--- src/lpf_pkg.sv ---
// ----------------------------------------------------------------------------
// lpf_pkg
// Shared types, codes and helpers for the length-prefixed packet FIFO.
// ----------------------------------------------------------------------------
package lpf_pkg;

    // Ring size in 16-bit words
    localparam int FIFO_DEPTH_WORDS = 2048;
    localparam int PTR_W  = $clog2(FIFO_DEPTH_WORDS);
    localparam int USE_W  = PTR_W + 1;
    localparam int CNT_W  = 12;
    localparam int SUM_W  = ((USE_W > CNT_W + 1) ? USE_W : CNT_W + 1) + 1;
    localparam int WORD_W = 16;
    localparam int LEN_W  = 12;

    // Request kinds
    localparam logic [1:0] KIND_START = 2'd0;
    localparam logic [1:0] KIND_DATA  = 2'd1;
    localparam logic [1:0] KIND_POP   = 2'd2;

    // Result status codes
    typedef enum logic [2:0] {
        ST_OK      = 3'd0,
        ST_DROP    = 3'd1,
        ST_DISCARD = 3'd2,
        ST_READ    = 3'd3,
        ST_EMPTY   = 3'd4
    } t_status;

    // Writer mode
    typedef enum logic [2:0] {
        WM_IDLE  = 3'b001,
        WM_STORE = 3'b010,
        WM_DROP  = 3'b100
    } t_wmode;

    // Controller to datapath commands
    typedef struct packed {
        logic exec;    // request accepted this cycle
        logic finish;  // RAM read data valid this cycle
    } t_dp_cmd;

    // Datapath to controller status
    typedef struct packed {
        logic need_read;  // current request is a pop that fetches a word
    } t_dp_flags;

    // Advance a ring pointer with wrap
    function automatic logic [PTR_W-1:0] f_next(input logic [PTR_W-1:0] p);
        logic [PTR_W-1:0] r;
        if (p == PTR_W'(FIFO_DEPTH_WORDS - 1)) begin
            r = '0;
        end else begin
            r = p + PTR_W'(1);
        end
        return r;
    endfunction

    // Data words needed for a byte length: ceil(len/2)
    function automatic logic [CNT_W-1:0] f_words(input logic [LEN_W-1:0] len);
        logic [LEN_W:0] s;
        s = {1'b0, len} + (LEN_W + 1)'(1);
        return s[LEN_W:1];
    endfunction

endpackage

--- src/lpf_ctrl.sv ---
// ----------------------------------------------------------------------------
// lpf_ctrl
// Handshake controller: accepts requests, waits out RAM reads, owns result valid.
// ----------------------------------------------------------------------------
module lpf_ctrl
    import lpf_pkg::*;
(
    input  logic      i_clk,
    input  logic      i_rst_n,
    input  logic      i_in_valid,
    input  logic      i_out_ready,
    input  t_dp_flags i_flags,
    output logic      o_in_ready,
    output logic      o_out_valid,
    output t_dp_cmd   o_cmd
);

    typedef enum logic [1:0] {
        S_IDLE = 2'b01,
        S_READ = 2'b10
    } t_state;

    t_state r_state, n_state;
    logic   r_out_valid, n_out_valid;
    logic   exec;

    // Take a request when idle and the result register is free or draining
    assign o_in_ready = (r_state == S_IDLE) && (!r_out_valid || i_out_ready);
    assign exec       = i_in_valid && o_in_ready;

    assign o_cmd.exec   = exec;
    assign o_cmd.finish = (r_state == S_READ);
    assign o_out_valid  = r_out_valid;

    // Advance state and result valid
    always_comb begin
        n_state     = r_state;
        n_out_valid = r_out_valid;
        if (r_out_valid && i_out_ready) begin
            n_out_valid = 1'b0;
        end
        case (r_state)
            S_IDLE: begin
                if (exec) begin
                    if (i_flags.need_read) begin
                        n_state = S_READ;
                    end else begin
                        n_out_valid = 1'b1;
                    end
                end
            end
            S_READ: begin
                n_state     = S_IDLE;
                n_out_valid = 1'b1;
            end
            default: begin
                n_state = S_IDLE;
            end
        endcase
    end

    always_ff @(posedge i_clk) begin
        if (!i_rst_n) begin
            r_state     <= S_IDLE;
            r_out_valid <= 1'b0;
        end else begin
            r_state     <= n_state;
            r_out_valid <= n_out_valid;
        end
    end

`ifndef SYNTHESIS
    a_read_no_result: assert property (@(posedge i_clk) disable iff (!i_rst_n)
        (r_state == S_READ) |-> !r_out_valid)
        else $error("result pending while a RAM read is in flight");

    a_read_one_cycle: assert property (@(posedge i_clk) disable iff (!i_rst_n)
        (r_state == S_READ) |=> (r_state == S_IDLE) && r_out_valid)
        else $error("read did not complete into the result register");

    a_pop_enters_read: assert property (@(posedge i_clk) disable iff (!i_rst_n)
        (exec && i_flags.need_read) |=> (r_state == S_READ))
        else $error("pop with data did not start a RAM read");
`endif

endmodule

--- config.mk ---
export PLATFORM = sky130hd
export DESIGN_NAME = lpf_ctrl
export DESIGN_NICKNAME = d
export VERILOG_FILES = /design/src/lpf_pkg.sv /design/src/lpf_ctrl.sv
export SDC_FILE = /design/constraint.sdc
export NUM_CORES = 1
export LEC_CHECK = 0
export BUFFER_PORTS_ARGS = -buffer_cell sky130_fd_sc_hd__buf_4
export CORE_AREA = 2 2 39 41
export CTS_BUF_LIST = sky130_fd_sc_hd__clkbuf_4 sky130_fd_sc_hd__clkbuf_8
export CTS_CLUSTER_SIZE = 40
export DETAILED_ROUTE_END_ITERATION = 6
export DIE_AREA = 0 0 41 43
export PLACE_DENSITY = 0.38
export REMOVE_ABC_BUFFERS = 1
export SETUP_SLACK_MARGIN = 0.02
export SLEW_MARGIN = 40
export SYNTH_ARGS = -nofsm -noshare
export SYNTH_HDL_FRONTEND = slang
export SYNTH_SLANG_ARGS = --single-unit
--- constraint.sdc ---
create_clock -name i_clk -period 1.6 [get_ports i_clk]
set_clock_uncertainty 0.15 [all_clocks]
set_input_delay 0.08 -clock i_clk [delete_from_list [all_inputs] [get_ports i_clk]]
set_output_delay 0.08 -clock i_clk [all_outputs]
set_load 0.1 [all_outputs]
==> flow_summary.toml <==
[outcome]
status = "finished, final reports clean"

[timing]
fmax_mhz = 685.4
rsz0062_at_grt = "no"
drv_slew = 0
worst_pin_slew_ns = 0.2815
hold-worst-slack_ns = 0.03591
tns_ns = 0
finalHoldViolCount = 0
min_period_ns = 1.459
setup_viol = 0
maxSlewHeadroom_pct = 81.39
timing.final.crit_share_pct = 91.19

[power_and_ir_drop]
peakVddDrop_v = 0.0002819
power.leakage_nw = 0.1591
powerDensity_mw_per_mm2 = 1246

[clock_tree]
cts_made_buffers = 3
clock_path_buffers = 2
htreeDepth = 1
worstSkewPairLatency_ns = 0.23
cts-root-buf = "clkbuf_4"
clock-sinks = 3
cts_tree = "done"
cts_resized = 0
clkSlewWorstSetupHoldPaths_ns = 0.03

[min_path]
worstHoldPathType = "in -> reg"
hp-start = "i_in_valid"

[die]
io_pins = 9
coreArea_sq_mm = 0.001384
rows = 14
initial_core_util_pct = 12.75
fp.dieW_um = 41
die-area_sq_mm = 0.001763
die_y_um = 43

[grt]
grt_overflow = 0
grt_max_degree = 6
grt_pass1_vias = 165
antenna_found_initial = 0
grt_pass1_wl_um = 593
gr-usage-all-layers_pct = 5.617

[logic_synthesis]
netlist_area_sq_um = 176.4
avgSynthCellArea_sq_um = 8.821
ys_types = 14
synthCells = 20
ys_seq_elements = 3
synth_seq_area_share_pct = 34.04
ys_warn_count = 0

[finish]
nFillCells = 162
final_area_sq_um = 289.0
postLayoutCoreUtil_pct = 20.89
layout.cells.most_common = "buf_4"
antennaDiodeCount = 0
final_cell_mix = "buf_4 (8), clkbuf_4 (4), dfxtp_1 (3)"
area_growth_pct = 63.83
drive_gt1_share_pct = 40.63
fin_nets = 40

[critical_path]
worstSetupStartpoint = "r_state[1]"
startpoint_type = "flip-flop"
critPathMaxFanout = 4
rr_startpoint = "r_state[0]"
critical_path_arrival_ns = 1.23
crit_required_ns = 1.37
ff2ff_setup_slack_ns = 0.31
crit_type = "reg -> out"
end_kind = "output pin"

[drt]
vias_per_cell = 3.458
firstDrtPassIters = 3
dr.first_iter.drc_count = 2
vias = 166
drc = 0
wirelength_um = 382
wl_per_cell_um = 7.958
ant_nets = 0

[placed_design]
io_buffers = 8
place_congestion = 0.6320
dpl-instance-area_sq_um = 249.0

[run]
max_cap_viol_count = 0
-- synth_stat cells (all sizes together) --
cell	number	area [sq um]
a21o	1	7.510
a21oi	2	10.01
and2	1	6.260
and3	1	6.260
buf	1	7.510
dfxtp	3	60.06
ha	2	25.02
inv	2	7.510
nand2	2	7.510
nand2b	2	20.02
nand3	1	5.000
nor2	1	3.750
o211a	1	10.01
-- what timing repair did --
item,in CTS,in global routing
hold buffers,1,0
setup buffers,0,0
hold endpoints to repair,2,0
-- through the flow --
step	std cells	setup slack [ns]	total power (W)
2_1_floorplan	19	-0.3061	0.0001853
3_3_place_gp	43	0.3335	0.0002132
3_5_place_dp	43	0.3100	0.0002143
4_1_cts	48	0.1154	0.0003694
5_1_grt	48	0.04425	0.0003882
6_report	48	0.1410	0.0003601
-- sequential cells by signal, summed over array words and instances (netlist names) --
signal       flops
r_state          2
o_out_valid      1
-- report_power, final --
group          leakage [nW]  switching, W  internal [W]
logic                 0.116     0.0000923     0.0000358
clock network        0.0184     0.0000356      0.000110
registers            0.0247    0.00000491     0.0000814
-- logic make-up (layout without fill, tap and decap cells) --
| logic type | after synthesis | count (layout) | synth area share, % |
|---|---|---|---|
| simple gates | 8 | 8 | 27.66 |
| buf+inv | 3 | 15 | 8.514 |
| flops | 3 | 3 | 34.04 |
| compound gates | 4 | 4 | 15.60 |
| fa+ha+maj | 2 | 2 | 14.18 |
-- worst max-delay path, cell delays in order, from the launching register on --
cell	delay, ns
dfxtp_1	0.30
inv_1	0.07
ha_1	0.19
and3_1	0.16
buf_4	0.28
-- final cells by class --
class	count	area (sq um)	share of cell area, %
multi-input cells	14	101.3	35.06
inverters	2	7.507	2.597
clock buffers	4	30.03	10.39
flip-flops and latches	3	60.06	20.78
well taps	16	20.02	6.926
repair buffers	9	70.07	24.24
-- metal layers --
layer	up-vias	global-route usage, %	part of all wire, %
li1	89	-	-
met1	69	4.808	47
met2	8	7.187	39
met3	0	4.712	13
met4	0	6.000	0
met5	-	0	0
-- worst paths after layout --
check | endpoint | cells after the start
setup / recovery | o_cmd[1] | 4
setup reg to reg | o_out_valid | 5
hold / removal | r_state[1] | 3
hold reg to reg | r_state[1] | 2
Note: power is estimated with default switching activity, not from simulation.
